File: src/hw/rtl/fcb_pkg.sv
package fcb_pkg;

  localparam int unsigned NAME_LEN = 8;
  localparam int unsigned EXT_LEN  = 3;
  localparam int unsigned CFG_IDX_W = 8;

  localparam logic [7:0] CH_NUL   = 8'h00;
  localparam logic [7:0] CH_SPACE = 8'h20;
  localparam logic [7:0] CH_DOT   = 8'h2E;
  localparam logic [7:0] CH_WILD  = 8'h3F;
  localparam logic [7:0] CH_LO_A  = 8'h61;
  localparam logic [7:0] CH_LO_Z  = 8'h7A;
  localparam logic [7:0] CASE_OFS = 8'h20;

  localparam logic [CFG_IDX_W-1:0] REG_MASK_NAME = 8'd0;
  localparam logic [CFG_IDX_W-1:0] REG_MASK_EXT  = 8'd1;

  localparam logic [63:0] SPACES_NAME = 64'h2020_2020_2020_2020;
  localparam logic [23:0] SPACES_EXT  = 24'h20_2020;
  localparam logic [63:0] MASK_NAME_RST = 64'h3F3F_3F3F_3F3F_3F3F;
  localparam logic [23:0] MASK_EXT_RST  = 24'h3F_3F3F;

  typedef logic [NAME_LEN-1:0][7:0] name_bytes_t;
  typedef logic [EXT_LEN-1:0][7:0]  ext_bytes_t;

  typedef struct packed {
    name_bytes_t name_field;
    ext_bytes_t  ext_field;
    logic        matches_res;
  } fcb_res_t;

  function automatic logic [7:0] to_upper(input logic [7:0] c);
    logic [7:0] u;
    u = c;
    if (c >= CH_LO_A && c <= CH_LO_Z) begin
      u = c - CASE_OFS;
    end
    return u;
  endfunction

  function automatic logic byte_ok(input logic [7:0] f, input logic [7:0] m);
    return (m == CH_WILD) || (to_upper(f) == to_upper(m));
  endfunction

endpackage

File: src/hw/rtl/fcb_if.sv
interface fcb_in_if;
  logic       valid;
  logic       ready;
  logic [7:0] char_code;
  logic       last_char;

  modport source (output valid, output char_code, output last_char, input ready);
  modport sink   (input valid, input char_code, input last_char, output ready);
endinterface

interface fcb_out_if;
  logic        valid;
  logic        ready;
  logic [63:0] name_field;
  logic [23:0] ext_field;
  logic        matches_res;

  modport source (output valid, output name_field, output ext_field, output matches_res,
                  input ready);
  modport sink   (input valid, input name_field, input ext_field, input matches_res,
                  output ready);
endinterface

interface fcb_cfg_if;
  logic                          valid;
  logic                          ready;
  logic [fcb_pkg::CFG_IDX_W-1:0] index;
  logic [63:0]                   data;

  modport source (output valid, output index, output data, input ready);
  modport sink   (input valid, input index, input data, output ready);
endinterface

File: src/hw/rtl/fcb_name_convert_and_match.sv
// the last word of a name passes through the input register, then the result register
// throughput: one input word per cycle; one step of the character state per cycle
// a stalled result register holds up only words that end a name
// reset (rst_n low, synchronous): name state cleared to leading dots, buffers to spaces,
// masks to all wildcards, input and result registers emptied
module fcb_name_convert_and_match (
  input logic             clk,
  input logic             rst_n,
  fcb_in_if.sink          in_ch,
  fcb_out_if.source       out_ch,
  fcb_cfg_if.sink         cfg_ch
);

  logic              s0_valid_r;
  logic [7:0]        s0_char_r;
  logic              s0_last_r;
  logic              out_valid_r;
  fcb_pkg::fcb_res_t out_res_r;
  logic [63:0]       mask_name_r;
  logic [23:0]       mask_ext_r;
  fcb_pkg::fcb_res_t res;
  logic              out_free;
  logic              s0_go;
  logic              in_acc;

  assign out_free     = !out_valid_r || out_ch.ready;
  assign s0_go        = s0_valid_r && (!s0_last_r || out_free);
  assign in_ch.ready  = !s0_valid_r || s0_go;
  assign in_acc       = in_ch.valid && in_ch.ready;
  assign cfg_ch.ready = 1'b1;

  always_ff @(posedge clk) begin
    if (!rst_n) begin
      mask_name_r <= fcb_pkg::MASK_NAME_RST;
      mask_ext_r  <= fcb_pkg::MASK_EXT_RST;
    end else if (cfg_ch.valid) begin
      if (cfg_ch.index == fcb_pkg::REG_MASK_NAME) begin
        mask_name_r <= cfg_ch.data;
      end else if (cfg_ch.index == fcb_pkg::REG_MASK_EXT) begin
        mask_ext_r <= cfg_ch.data[23:0];
      end
    end
  end

  always_ff @(posedge clk) begin
    if (!rst_n) begin
      s0_valid_r <= 1'b0;
    end else if (in_acc) begin
      s0_valid_r <= 1'b1;
    end else if (s0_go) begin
      s0_valid_r <= 1'b0;
    end
  end

  always_ff @(posedge clk) begin
    if (in_acc) begin
      s0_char_r <= in_ch.char_code;
      s0_last_r <= in_ch.last_char;
    end
  end

  fcb_core u_core (
    .clk       (clk),
    .rst_n     (rst_n),
    .step      (s0_go),
    .char_code (s0_char_r),
    .last_char (s0_last_r),
    .mask_name (mask_name_r),
    .mask_ext  (mask_ext_r),
    .res       (res)
  );

  always_ff @(posedge clk) begin
    if (!rst_n) begin
      out_valid_r <= 1'b0;
    end else if (s0_go && s0_last_r) begin
      out_valid_r <= 1'b1;
    end else if (out_ch.ready) begin
      out_valid_r <= 1'b0;
    end
  end

  always_ff @(posedge clk) begin
    if (s0_go && s0_last_r) begin
      out_res_r <= res;
    end
  end

  assign out_ch.valid       = out_valid_r;
  assign out_ch.name_field  = out_res_r.name_field;
  assign out_ch.ext_field   = out_res_r.ext_field;
  assign out_ch.matches_res = out_res_r.matches_res;

endmodule

File: src/hw/rtl/fcb_core.sv
module fcb_core (
  input  logic              clk,
  input  logic              rst_n,
  input  logic              step,
  input  logic [7:0]        char_code,
  input  logic              last_char,
  input  logic [63:0]       mask_name,
  input  logic [23:0]       mask_ext,
  output fcb_pkg::fcb_res_t res
);

  typedef enum logic [2:0] {
    PH_LEAD = 3'd0,
    PH_NAME = 3'd1,
    PH_SEEK = 3'd2,
    PH_EXT  = 3'd3,
    PH_DONE = 3'd4
  } phase_t;

  phase_t               phase_r, phase_nxt;
  logic [3:0]           name_pos_r, name_pos_nxt;
  logic [1:0]           ext_pos_r, ext_pos_nxt;
  fcb_pkg::name_bytes_t name_buf_r, name_buf_nxt;
  fcb_pkg::ext_bytes_t  ext_buf_r, ext_buf_nxt;
  fcb_pkg::name_bytes_t mask_n;
  fcb_pkg::ext_bytes_t  mask_e;
  logic [7:0]           c_up;
  logic                 put_n;
  logic                 put_e;
  logic [7:0]           put_val;
  logic                 match;

  assign mask_n = mask_name;
  assign mask_e = mask_ext;
  assign c_up   = fcb_pkg::to_upper(char_code);

  always_comb begin
    phase_nxt    = phase_r;
    name_pos_nxt = name_pos_r;
    ext_pos_nxt  = ext_pos_r;
    name_buf_nxt = name_buf_r;
    ext_buf_nxt  = ext_buf_r;
    put_n        = 1'b0;
    put_e        = 1'b0;
    put_val      = c_up;
    if (char_code == fcb_pkg::CH_NUL) begin
      phase_nxt = PH_DONE;
    end else begin
      case (phase_r)
        PH_LEAD: begin
          if (char_code == fcb_pkg::CH_DOT) begin
            put_n   = 1'b1;
            put_val = char_code;
          end else if (char_code != fcb_pkg::CH_SPACE) begin
            phase_nxt = PH_NAME;
            put_n     = 1'b1;
          end else begin
            phase_nxt = PH_NAME;
          end
        end
        PH_NAME: begin
          if (char_code == fcb_pkg::CH_DOT) begin
            phase_nxt = PH_EXT;
          end else if (char_code != fcb_pkg::CH_SPACE) begin
            put_n = 1'b1;
          end
        end
        PH_SEEK: begin
          if (char_code == fcb_pkg::CH_DOT) begin
            phase_nxt = PH_EXT;
          end
        end
        PH_EXT: begin
          if (char_code == fcb_pkg::CH_DOT || char_code == fcb_pkg::CH_SPACE) begin
            phase_nxt = PH_DONE;
          end else begin
            put_e = 1'b1;
          end
        end
        default: begin
        end
      endcase
    end
    if (put_n) begin
      name_buf_nxt[~name_pos_r[2:0]] = put_val;
      name_pos_nxt = name_pos_r + 4'd1;
      if (name_pos_nxt >= 4'(fcb_pkg::NAME_LEN)) begin
        phase_nxt = PH_SEEK;
      end
    end
    if (put_e) begin
      ext_buf_nxt[2'd2 - ext_pos_r] = put_val;
      ext_pos_nxt = ext_pos_r + 2'd1;
      if (ext_pos_nxt >= 2'(fcb_pkg::EXT_LEN)) begin
        phase_nxt = PH_DONE;
      end
    end
  end

  always_comb begin
    match = 1'b1;
    for (int k = 0; k < fcb_pkg::NAME_LEN; k++) begin
      match = match & fcb_pkg::byte_ok(name_buf_nxt[k], mask_n[k]);
    end
    for (int k = 0; k < fcb_pkg::EXT_LEN; k++) begin
      match = match & fcb_pkg::byte_ok(ext_buf_nxt[k], mask_e[k]);
    end
  end

  assign res.name_field  = name_buf_nxt;
  assign res.ext_field   = ext_buf_nxt;
  assign res.matches_res = match;

  always_ff @(posedge clk) begin
    if (!rst_n) begin
      phase_r    <= PH_LEAD;
      name_pos_r <= '0;
      ext_pos_r  <= '0;
      name_buf_r <= fcb_pkg::SPACES_NAME;
      ext_buf_r  <= fcb_pkg::SPACES_EXT;
    end else if (step) begin
      if (last_char) begin
        phase_r    <= PH_LEAD;
        name_pos_r <= '0;
        ext_pos_r  <= '0;
        name_buf_r <= fcb_pkg::SPACES_NAME;
        ext_buf_r  <= fcb_pkg::SPACES_EXT;
      end else begin
        phase_r    <= phase_nxt;
        name_pos_r <= name_pos_nxt;
        ext_pos_r  <= ext_pos_nxt;
        name_buf_r <= name_buf_nxt;
        ext_buf_r  <= ext_buf_nxt;
      end
    end
  end

  a_name_pos_range: assert property (@(posedge clk) disable iff (!rst_n)
    name_pos_r <= 4'(fcb_pkg::NAME_LEN))
    else $error("name position out of range");

  a_seek_full: assert property (@(posedge clk) disable iff (!rst_n)
    phase_r == PH_SEEK |-> name_pos_r == 4'(fcb_pkg::NAME_LEN))
    else $error("seek phase with name part not full");

  a_ext_room: assert property (@(posedge clk) disable iff (!rst_n)
    phase_r == PH_EXT |-> ext_pos_r < 2'(fcb_pkg::EXT_LEN))
    else $error("extension phase with extension full");

  a_clear_after_last: assert property (@(posedge clk) disable iff (!rst_n)
    step && last_char |=> phase_r == PH_LEAD && name_pos_r == 4'd0 && ext_pos_r == 2'd0)
    else $error("state not cleared after last word");

endmodule

File: src/flat_wrapper.sv
// flat-port wrapper written by rule: the top's interface ports become plain ports
module fcb_name_convert_and_match_flat 
  (clk, rst_n, in_ch_valid, in_ch_char_code, in_ch_last_char, in_ch_ready, out_ch_valid, out_ch_name_field, out_ch_ext_field, out_ch_matches_res, out_ch_ready, cfg_ch_valid, cfg_ch_index, cfg_ch_data, cfg_ch_ready);
  fcb_in_if in_ch_i ();
  fcb_out_if out_ch_i ();
  fcb_cfg_if cfg_ch_i ();
  input logic clk;
  input logic rst_n;
  input wire logic [$bits(in_ch_i.valid)-1:0] in_ch_valid;
  input wire logic [$bits(in_ch_i.char_code)-1:0] in_ch_char_code;
  input wire logic [$bits(in_ch_i.last_char)-1:0] in_ch_last_char;
  output wire logic [$bits(in_ch_i.ready)-1:0] in_ch_ready;
  output wire logic [$bits(out_ch_i.valid)-1:0] out_ch_valid;
  output wire logic [$bits(out_ch_i.name_field)-1:0] out_ch_name_field;
  output wire logic [$bits(out_ch_i.ext_field)-1:0] out_ch_ext_field;
  output wire logic [$bits(out_ch_i.matches_res)-1:0] out_ch_matches_res;
  input wire logic [$bits(out_ch_i.ready)-1:0] out_ch_ready;
  input wire logic [$bits(cfg_ch_i.valid)-1:0] cfg_ch_valid;
  input wire logic [$bits(cfg_ch_i.index)-1:0] cfg_ch_index;
  input wire logic [$bits(cfg_ch_i.data)-1:0] cfg_ch_data;
  output wire logic [$bits(cfg_ch_i.ready)-1:0] cfg_ch_ready;
  assign in_ch_i.valid = in_ch_valid;
  assign in_ch_i.char_code = in_ch_char_code;
  assign in_ch_i.last_char = in_ch_last_char;
  assign in_ch_ready = in_ch_i.ready;
  assign out_ch_valid = out_ch_i.valid;
  assign out_ch_name_field = out_ch_i.name_field;
  assign out_ch_ext_field = out_ch_i.ext_field;
  assign out_ch_matches_res = out_ch_i.matches_res;
  assign out_ch_i.ready = out_ch_ready;
  assign cfg_ch_i.valid = cfg_ch_valid;
  assign cfg_ch_i.index = cfg_ch_index;
  assign cfg_ch_i.data = cfg_ch_data;
  assign cfg_ch_ready = cfg_ch_i.ready;
  fcb_name_convert_and_match u_core (.clk(clk), .rst_n(rst_n), .in_ch(in_ch_i), .out_ch(out_ch_i), .cfg_ch(cfg_ch_i));
endmodule
File: config.mk
export PLATFORM = sky130hd
export DESIGN_NAME = fcb_name_convert_and_match_flat
export DESIGN_NICKNAME = d
export VERILOG_FILES = /design/src/hw/rtl/fcb_pkg.sv /design/src/hw/rtl/fcb_if.sv /design/src/hw/rtl/fcb_name_convert_and_match.sv /design/src/hw/rtl/fcb_core.sv /design/src/flat_wrapper.sv
export SDC_FILE = /design/constraint.sdc
export NUM_CORES = 1
export LEC_CHECK = 0
export BUFFER_PORTS_ARGS = -buffer_cell sky130_fd_sc_hd__buf_2
export CAP_MARGIN = 30
export CORE_ASPECT_RATIO = 1.75
export CORE_UTILIZATION = 29
export CTS_BUF_LIST = sky130_fd_sc_hd__clkbuf_16
export DETAILED_ROUTE_END_ITERATION = 8
export HOLD_SLACK_MARGIN = 0.05
export SYNTH_ARGS = -nofsm -noshare
export SYNTH_HDL_FRONTEND = slang
export SYNTH_SLANG_ARGS = --single-unit
File: constraint.sdc
create_clock -name clk -period 5.6 [get_ports clk]
set_clock_uncertainty 0.05 [all_clocks]
set_input_delay 0 -clock clk [delete_from_list [all_inputs] [get_ports clk]]
set_output_delay 0 -clock clk [all_outputs]
set_load 0.05 [all_outputs]
### Word level (Yosys, flattened, before mapping)

Cells that the tools add are included.

| storage, ports and cells | value |
|---|---|
| word-level logic and storage cells | 271 |
| memories | 0 |
| ROM bits | 0 |
| register bits | 285 |
| bits in latches | 0 |
| output and inout bits | 92 |
| memory bits (writable) | 0 |
| input port bits | 86 |

| operators by class | value |
|---|---|
| shifts and indexed selects | 0 |
| equality and inequality tests | 29 |
| magnitude comparators | 52 |
| mux-type cells | 62 |
| div/mod/pow operators | 0 |
| bitwise gates (word level) | 12 |
| $add $sub $neg | 26 |
| $mul | 0 |
| reduce and logical (&&, ||, !) cells | 58 |

Operators with widths:

| operator | count |
|---|---|
| 8-bit two-way mux | 28 |
| 8-bit by 7-bit greater-or-equal comparator with 1-bit output (second input constant) | 23 |
| 8-bit by 7-bit less-or-equal comparator with 1-bit output (second input constant) | 23 |
| 8-bit by 6-bit subtractor with 8-bit output (second input constant) | 23 |
| 64-bit two-way mux | 2 |
| 8-bit by 6-bit == test with 1-bit output (second input constant) | 13 |
| 8-bit == test | 11 |
| 64-bit bitwise mux | 1 |
| 24-bit two-way mux | 2 |
| 1-bit logical AND | 28 |
| 3-bit two-way mux | 9 |
| 24-bit bitwise mux | 1 |
| 8-bit demux with 3-bit select | 1 |
| 8-bit demux with 2-bit select | 1 |
| 8-bit zero test | 2 |
| 1-bit logical OR | 15 |
| 1-bit two-way mux | 11 |
| 1-bit bitwise AND | 10 |
| 3-bit one-hot mux with 3 select lines | 1 |
| 8-bit by 1-bit == test with 1-bit output (second input constant) | 1 |
| 4-bit two-way mux | 2 |
| 8-bit by 6-bit inequality test with 1-bit output (second input constant) | 1 |
| 2-bit nonzero test | 4 |
| 3-bit by 2-bit == test with 1-bit output (second input constant) | 2 |
| other kinds (19) | 24 |

### Depth between registers and ports, before layout

Gate-level depths: netlist of run 1.

| depth | value |
|---|---|
| depth after elaboration | 23 |
| gate-level depth with buffers | 16 |
| mapped depth without buffers | 15 |

### By module

A second synthesis of run 1 with hierarchy kept.

| second synthesis, totals | value |
|---|---|
| cells, all modules | 1675 |
| area total of the unflattened synthesis | 15333.5 µm² |

By module, submodules not included:

| module | sequential area each (µm²) | cells each | instances | area an instance (µm²) |
|---|---|---|---|---|
| fcb_core | 1941.9 | 1187 | 1 | 8659.6 |
| fcb_name_convert_and_match | 4744.6 | 488 | 1 | 6673.9 |

### Worst setup path before layout of run 1

Ideal clock, no wire load.

| path | value |
|---|---|
| path kind | register to register |
| start point | register u_core.out_valid_r, in the netlist u_core.out_ch.valid |
| end point | register u_core.u_core.ext_buf_r[5] in the netlist's numbering |
| arrival | 3.623 ns |
| stages on the path, launching flop included | 7 |
| buffers on the path | 1 |
| path slack | 1.848 ns |
| period minus slack after synthesis | 3.752 ns |
| library setup time | 0.079 ns |
| data required time | 5.471 ns |
| cell sequence | dfxtp_1 > nor2b_1 > nand2_1 > and3_1 > nor2b_1 > clkbuf_1 > o211ai_1 |

| between the ends | value |
|---|---|
| cells in the longest elaborated chain, start to end | 4 |

RTL lines:

| what | line | source |
|---|---|---|
| start: declaration | fcb_name_convert_and_match.sv:17 | `logic out_valid_r;` |
| start signal: assignment | fcb_name_convert_and_match.sv:75 | `out_valid_r <= 1'b0;` |
| start signal: assignment | fcb_name_convert_and_match.sv:77 | `out_valid_r <= 1'b1;` |
| start signal: assignment | fcb_name_convert_and_match.sv:79 | `out_valid_r <= 1'b0;` |
| 1-bit zero test | fcb_name_convert_and_match.sv:26 | `assign out_free = !out_valid_r \|\| out_ch.ready;` |
| 1-bit logical OR | fcb_name_convert_and_match.sv:26 |  |
| 1-bit logical OR | fcb_name_convert_and_match.sv:27 | `assign s0_go = s0_valid_r && (!s0_last_r \|\| out_free);` |
| 1-bit logical AND | fcb_name_convert_and_match.sv:27 |  |
| end signal: assignment | fcb_core.sv:120 | `ext_buf_r <= fcb_pkg::SPACES_EXT;` |
| end signal: assignment | fcb_core.sv:127 | `ext_buf_r <= fcb_pkg::SPACES_EXT;` |
| end signal: assignment | fcb_core.sv:133 | `ext_buf_r <= ext_buf_nxt;` |
| end: declaration | fcb_core.sv:24 | `fcb_pkg::ext_bytes_t ext_buf_r, ext_buf_nxt;` |

Every way passes these cells.
A chain may end at the register's enable or synchronous reset.

==> summary.txt, run 1 <==
routed len/inst: 19.5 microns
number of max-cap violations: 0
ys async rst share: 0%
initial antenna violation count: 0
total CTS buffers: 29
DR pass1 iterations: 7
CP max FO: 9
Final Max Tran Viols: 0
Antenna diodes: 0
f_max: 218 MHz
Crit path max-delay family: compound AO/OA/AOI/OAI gates
largest area contributor in the netlist: dfxtp_1
Hold Path Sink: u_core.mask_name_r[4]$_SDFFE_PN1P_
required time of the critical path: 5990 ps
Final setup viols: 0
most frequent cells in the layout: nand2_1 (272), dfxtp_1 (187), buf_2 (175)
Via density: 5.12
Crit path buffers/inverters: 1
clock root buffer: clkbuf_16
fin crit share: 81.9%
pwr dens: 257 nW/um^2
dpl ws: 1140 ps
layout cells sized above 1: 17.0%
setup TNS: 0 ps
Overall Global Routing Usage: 18.6%
Setup WS post-layout: 1010 ps
reg2reg start: u_core.s0_char_r[6]$_DFFE_PP_
height of the die: 297 microns
slowest stage cell, crit path: a311oi_4
total gr overflow: 0
Setup crit start kind: flop
fin crit period: 4590 ps
ranking of synthesized cells by area: dfxtp_1 (26%), edfxtp_1 (20%), nand2_1 (7.1%)
Leak: 0.00691 uW
PortBufs: 176
register area share after synthesis: 46.2%
Critical Path, Cell by Cell: inv_1, ha_1, o21bai_2, a311oi_4, nand3_4, mux2i_1, ha_1, xnor2_1, and4_1, mux2i_1, a2111oi_0, a41oi_1, a2111oi_0, and4_1
synth warn: 0
Area Growth Syn to Fin: 22.9%
Sink Count: 285
Slew @ Worst Pin: 995 ps
DP Wirelength: 34.7 mm
drt drc: 0
Crit path depth: 14
CTS tree: yes
vias in the first global route: 12,200
CP Capture Type: flop
peak supply drop: 0.168 mV
final net count: 1,888
DR iter-0 viols: 841
largest net degree at the start of global routing: 97
Crit path largest cell delay: 560 ps
HP Class: in2reg
outcome: finished, final reports clean
worst-skew pair later-pin latency: 570 ps
terminus of the critical flop-to-flop path: u_core.out_ch.matches_res$_DFFE_PP_
Post-synth EDFFs: 98
hold path startpoint: cfg_ch_index[0]
Core ar.: 49,000 sq um
Synth top area share: 25.9%
Distinct cells, synth: 86
worst r2r path cells: 14
H-tree depth: 1
most common cell after layout, fill and taps aside: nand2_1
Die Area: 50,800 sq um
effective utilization at floorplan: 29.5%
Routed Antenna Nets: 0
crit path DAT: 4980 ps
Hold Crit Depth: 4
Longest Clk Path Bufs: 3
clk slew on worst S/H paths: 70 ps
first-pass GRT wire length: 72.2 mm
Synth Net Count: 1,666
unrepaired setup endpoints after global routing: false
Synth Register Bits: 285
critical path class: reg2reg
Setup Buffers After CTS: 0
Die Wd: 171 microns
Detailed Route WL: 47.7 mm
Final Hold Viols: 0
Synth Area per Inst: 9.33 sq um
Resized Gates After CTS: 0
via count: 12,500
Main synth FF type: dfxtp_1
cts hold-fix bufs: 81
Syn Std Cell Area: 14,500 sq um
Ports: 178
Slew headroom: 33.7%
flop-to-flop setup slack: 1010 ps
Synth Instances: 1,551
routability cong.: 0.906
row cnt: 107
==> flip-flops by register name, summed over array words and instances, names as in the netlist, 4 cells and up <==
name                      flops
u_core.mask_ext_r            24
u_core.mask_name_r           64
u_core.out_ch.ext_field      24
u_core.out_ch.name_field     64
u_core.s0_char_r              8
u_core.u_core.ext_buf_r      24
u_core.u_core.name_buf_r     64
u_core.u_core.name_pos_r      4
==> cell type report <==
type,count,area [sq um]
clock buffer,29,726
clock inverter,24,226
fill,5023,31200
inverter,77,289
multi-input combinational,1107,7170
sequential,285,6690
tap,654,818
timing repair buffer,273,1870
==> synth_stat cells (7+ instances only) <==
cell type / count
nand2_1: 273
dfxtp_1: 187
edfxtp_1: 98
nor2b_1: 88
a22oi_1: 75
inv_1: 75
nand3_1: 72
o21ai_0: 61
xnor2_1: 60
clkbuf_1: 58
a21oi_1: 47
o211ai_1: 39
mux2_2: 34
nor2_1: 33
ha_1: 29
xor2_1: 29
a21boi_0: 23
mux2i_1: 21
or4_1: 21
nor3_1: 19
o22ai_1: 17
buf_2: 14
nor4_1: 14
a31oi_1: 12
nand4_1: 9
and3_1: 8
and2_1: 7
and4_1: 7
==> cell families (layout without fill, tap and decap cells) <==
| logic type | count (synthesis) | in the layout | share of synthesized area (%) |
|---|---|---|---|
| fa+ha+maj | 29 | 29 | 2.51 |
| buf+inv | 159 | 403 | 4.40 |
| xor+xnor | 90 | 90 | 5.54 |
| other cells | 1 | 1 | 0.0259 |
| mux | 60 | 60 | 4.64 |
| compound gates | 337 | 337 | 16.2 |
| simple gates | 590 | 590 | 20.5 |
| flops | 285 | 285 | 46.2 |
==> report_power, final <==
| group | leakage (uW) | internal [uW] | switching, uW | total (uW) |
|---|---|---|---|---|
| Clock | 0.000479 | 1130 | 865 | 1990 |
| Combinational | 0.00401 | 138 | 234 | 372 |
| Sequential | 0.00242 | 2170 | 31.5 | 2200 |
| Total | 0.00691 | 3430 | 1130 | 4560 |
==> stage by stage <==
stage | instances | utilization (%) | hold slack [ps] | power [uW] | cell area [sq um]
finish | 2449 | 36.3 | 101 | 4560 | 17800
global route | 2449 | 36.3 | 119 | 4710 | 17800
CTS | 2449 | 36.3 | 99.2 | 4610 | 17800
detailed placement | 2315 | 32.7 | 131 | 2570 | 16000
global placement | 2311 | 32.6 | 133 | 2560 | 16000
floorplan | 1551 | - | 48.9 | 2440 | 14500
==> worst max path at each step <==
stage	end	start
after floorplan	u_core.u_core.ext_buf_r[5]$_SDFFE_PN1P_	u_core.out_ch.valid$_SDFFE_PN0P_
after global placement	u_core.out_ch.matches_res$_DFFE_PP_	u_core.s0_char_r[6]$_DFFE_PP_
after detailed placement	u_core.out_ch.matches_res$_DFFE_PP_	u_core.s0_char_r[6]$_DFFE_PP_
after CTS	u_core.out_ch.matches_res$_DFFE_PP_	u_core.s0_char_r[6]$_DFFE_PP_
after global routing	u_core.out_ch.matches_res$_DFFE_PP_	u_core.s0_char_r[6]$_DFFE_PP_
final	u_core.out_ch.matches_res$_DFFE_PP_	u_core.s0_char_r[6]$_DFFE_PP_
==> metal layers <==
layer  GRT usage [%]  vias up  share of wire, %
met5               0        -                 0
li1                -     6007                 -
met1            20.8     6008                38
met2            34.5      418                53
met3            2.12       95               4.8
met4            8.27        0               4.4
==> worst register-to-register path: cells and delay by family (launching register included) <==
kind            cells  cell delay (ps)
compound gates      5             1880
xor+xnor            1              120
fa+ha+maj           2              490
buf+inv             1              170
flops               1              500
mux                 2              570
simple gates        3              680
No activity file was read; power rests on OpenSTA's default activity.
==> run 2, diff against run 1 <==
==> constraint.sdc (replaced) <==
create_clock -name clk -period 4.7 [get_ports clk]
set_clock_uncertainty 0.05 [all_clocks]
set_input_delay 0 -clock clk [delete_from_list [all_inputs] [get_ports clk]]
set_output_delay 0 -clock clk [all_outputs]
set_load 0.05 [all_outputs]
==> run 2 against run 1 <==
First-iteration DRC count rose by 7.4%; wire length grew 0.20%; final cell count rose by 1.8%; global-route usage decreased by 0.11 points; sequential power is 19% higher; register-to-register slack lost 700 ps; sequential share of layout area down 1.1 points; setup slack lost 700 ps; clock-buffer cell count grew 2; fmax grew 4.7%; flip-flop and latch count unchanged; combinational power increased by 24%; largest cell class unchanged; highest routed layer unchanged.
==> summary.txt, run 2 (synthesized netlist as in run 1, its figures left out) <==
row cnt: 107 (unchanged)
fill count: 5,025 (was 5,023)
crit path DAT: 4760 ps (was 4980 ps)
total gr overflow: 0 (unchanged)
Setup Buffers After CTS: 0 (unchanged)
PortBufs: 176 (unchanged)
fin crit period: 4380 ps (was 4590 ps)
final core occ: 37.4% (was 36.3%)
unrepaired setup endpoints after global routing: false (unchanged)
drt drc: 0 (unchanged)
routed len/inst: 19.2 microns (was 19.5 microns)
most frequent cells in the layout: nand2_1 (272), dfxtp_1 (187), buf_2 (175) (unchanged)
CP max FO: 9 (unchanged)
Routed Antenna Nets: 0 (unchanged)
Hold Path Sink: u_core.mask_name_r[20]$_SDFFE_PN1P_ (was u_core.mask_name_r[4]$_SDFFE_PN1P_)
CP Capture Type: flop (unchanged)
DR iter-0 viols: 903 (was 841)
Via density: 5.11 (was 5.12)
number of max-cap violations: 0 (unchanged)
flop-to-flop setup slack: 320 ps (was 1010 ps)
initial antenna violation count: 0 (unchanged)
Final setup viols: 0 (unchanged)
Hold Crit Depth: 6 (was 4)
required time of the critical path: 5080 ps (was 5990 ps)
final net count: 1,932 (was 1,888)
pwr dens: 313 nW/um^2 (was 257 nW/um^2)
H-tree depth: 1 (unchanged)
Detailed Route WL: 47.8 mm (was 47.7 mm)
Ports: 178 (unchanged)
Setup crit start kind: flop (unchanged)
peak supply drop: 0.211 mV (was 0.168 mV)
DP Wirelength: 34.6 mm (was 34.7 mm)
Slew @ Worst Pin: 986 ps (was 995 ps)
Longest Clk Path Bufs: 3 (unchanged)
dpl ws: 361 ps (was 1140 ps)
Overall Global Routing Usage: 18.4% (was 18.6%)
DR pass1 iterations: 6 (was 7)
Sink Count: 285 (unchanged)
worst-skew pair later-pin latency: 570 ps (about the same)
CTS tree: yes (unchanged)
height of the die: 297 microns (unchanged)
critical path class: reg2reg (unchanged)
Crit path buffers/inverters: 1 (unchanged)
Area Growth Syn to Fin: 26.7% (was 22.9%)
Crit path max-delay family: compound AO/OA/AOI/OAI gates (unchanged)
Crit path largest cell delay: 590 ps (was 560 ps)
effective utilization at floorplan: 29.5% (unchanged)
HP Class: in2reg (unchanged)
Final Hold Viols: 0 (unchanged)
outcome: finished, final reports clean (unchanged)
Die Area: 50,800 sq um (unchanged)
fin crit share: 93.2% (was 81.9%)
routability cong.: 0.920 (was 0.906)
clk slew on worst S/H paths: 60 ps (was 70 ps)
Leak: 0.00713 uW (was 0.00691 uW)
Resized Gates After CTS: 0 (unchanged)
most common cell after layout, fill and taps aside: nand2_1 (unchanged)
total CTS buffers: 29 (unchanged)
largest net degree at the start of global routing: 92 (was 97)
worst r2r path cells: 14 (unchanged)
slowest stage cell, crit path: a311oi_4 (unchanged)
Slew headroom: 34.3% (was 33.7%)
hold path startpoint: cfg_ch_index[6] (was cfg_ch_index[0])
clock root buffer: clkbuf_16 (unchanged)
Setup WS post-layout: 318 ps (was 1010 ps)
first-pass GRT wire length: 72.0 mm (was 72.2 mm)
layout cells sized above 1: 17.7% (was 17.0%)
Critical Path, Cell by Cell: inv_1, ha_1, o21bai_2, a311oi_4, nand3_4, mux2i_1, ha_1, xnor2_1, and4_1, mux2i_1, a2111oi_0, a41oi_1, a2111oi_0, and4_1 (unchanged)
vias in the first global route: 12,600 (was 12,200)
terminus of the critical flop-to-flop path: u_core.out_ch.matches_res$_DFFE_PP_ (unchanged)
Core ar.: 49,000 sq um (unchanged)
Die Wd: 171 microns (unchanged)
setup TNS: 0 ps (unchanged)
f_max: 228 MHz (was 218 MHz)
Final Max Tran Viols: 0 (unchanged)
cts hold-fix bufs: 109 (was 81)
reg2reg start: u_core.s0_char_r[6]$_DFFE_PP_ (unchanged)
via count: 12,700 (was 12,500)
Antenna diodes: 0 (unchanged)
[run 2: cell count changes in the layout (fill, tap and decap cells not counted), sizes merged, moves of 2 or more]
cell,before,now
clkbuf,29,31
clkinvlp,2,4
bufinv,4,8
buf,192,208
dlygate4sd3,81,109
clkinv,15,6
[run 2: per-stage QoR]
stage | power, uW | std cells | hold slack (ps) | area (sq um)
floorplan | 2910 | 1551 | 48.9 | 14500
global placement | 3060 | 2328 | 132 | 16100
detailed placement | 3080 | 2330 | 132 | 16100
CTS | 5790 | 2492 | 115 | 18300
global route | 5900 | 2493 | 84.0 | 18300
finish | 5740 | 2493 | 22.1 | 18300
[run 2: how the worst max path moves through the flow]
stage / startpoint / to / slack, ps / cells past startpoint
after global routing: u_core.s0_char_r[6]$_DFFE_PP_ / u_core.out_ch.matches_res$_DFFE_PP_ / 40 / 14
after detailed placement: u_core.s0_char_r[6]$_DFFE_PP_ / u_core.out_ch.matches_res$_DFFE_PP_ / 360 / 14
after global placement: u_core.s0_char_r[6]$_DFFE_PP_ / u_core.out_ch.matches_res$_DFFE_PP_ / 480 / 14
after floorplan: u_core.out_ch.valid$_SDFFE_PN0P_ / u_core.u_core.ext_buf_r[5]$_SDFFE_PN1P_ / 950 / 6
final: u_core.s0_char_r[6]$_DFFE_PP_ / u_core.out_ch.matches_res$_DFFE_PP_ / 320 / 14
after CTS: u_core.s0_char_r[6]$_DFFE_PP_ / u_core.out_ch.matches_res$_DFFE_PP_ / 340 / 14
[run 2: layout make-up]
class | instances | area, sq um | area share, %
repair buffers | 317 | 2260 | 12.3
well taps | 654 | 818 | 4.47
inverters | 77 | 289 | 1.58
multi-input cells | 1107 | 7170 | 39.1
flip-flops and latches | 285 | 6690 | 36.5
clock inverters | 22 | 323 | 1.76
clock buffers | 31 | 776 | 4.23
[run 2: report_power, final]
| part | internal, uW | switching [uW] |
|---|---|---|
| Combinational | 172 | 289 |
| Sequential | 2580 | 32.6 |
| Clock | 1630 | 1030 |
[run 2: layer usage]
metal	GRT usage [%]	up-vias	part of all wire, %	wire [microns]
li1	-	6082	-	-
met1	20.4	6132	39	18400
met2	33.9	413	52	24800
met3	1.72	117	4.0	1900
met4	10.3	0	5.6	2670
met5	0	-	0	0
[run 2: worst min-delay path, cell delays in order]
cell	delay (ps)
buf_2	80
nor4b_1	70
nand2_1	70
or2_2	180
nor2_1	60
o21ai_0	130
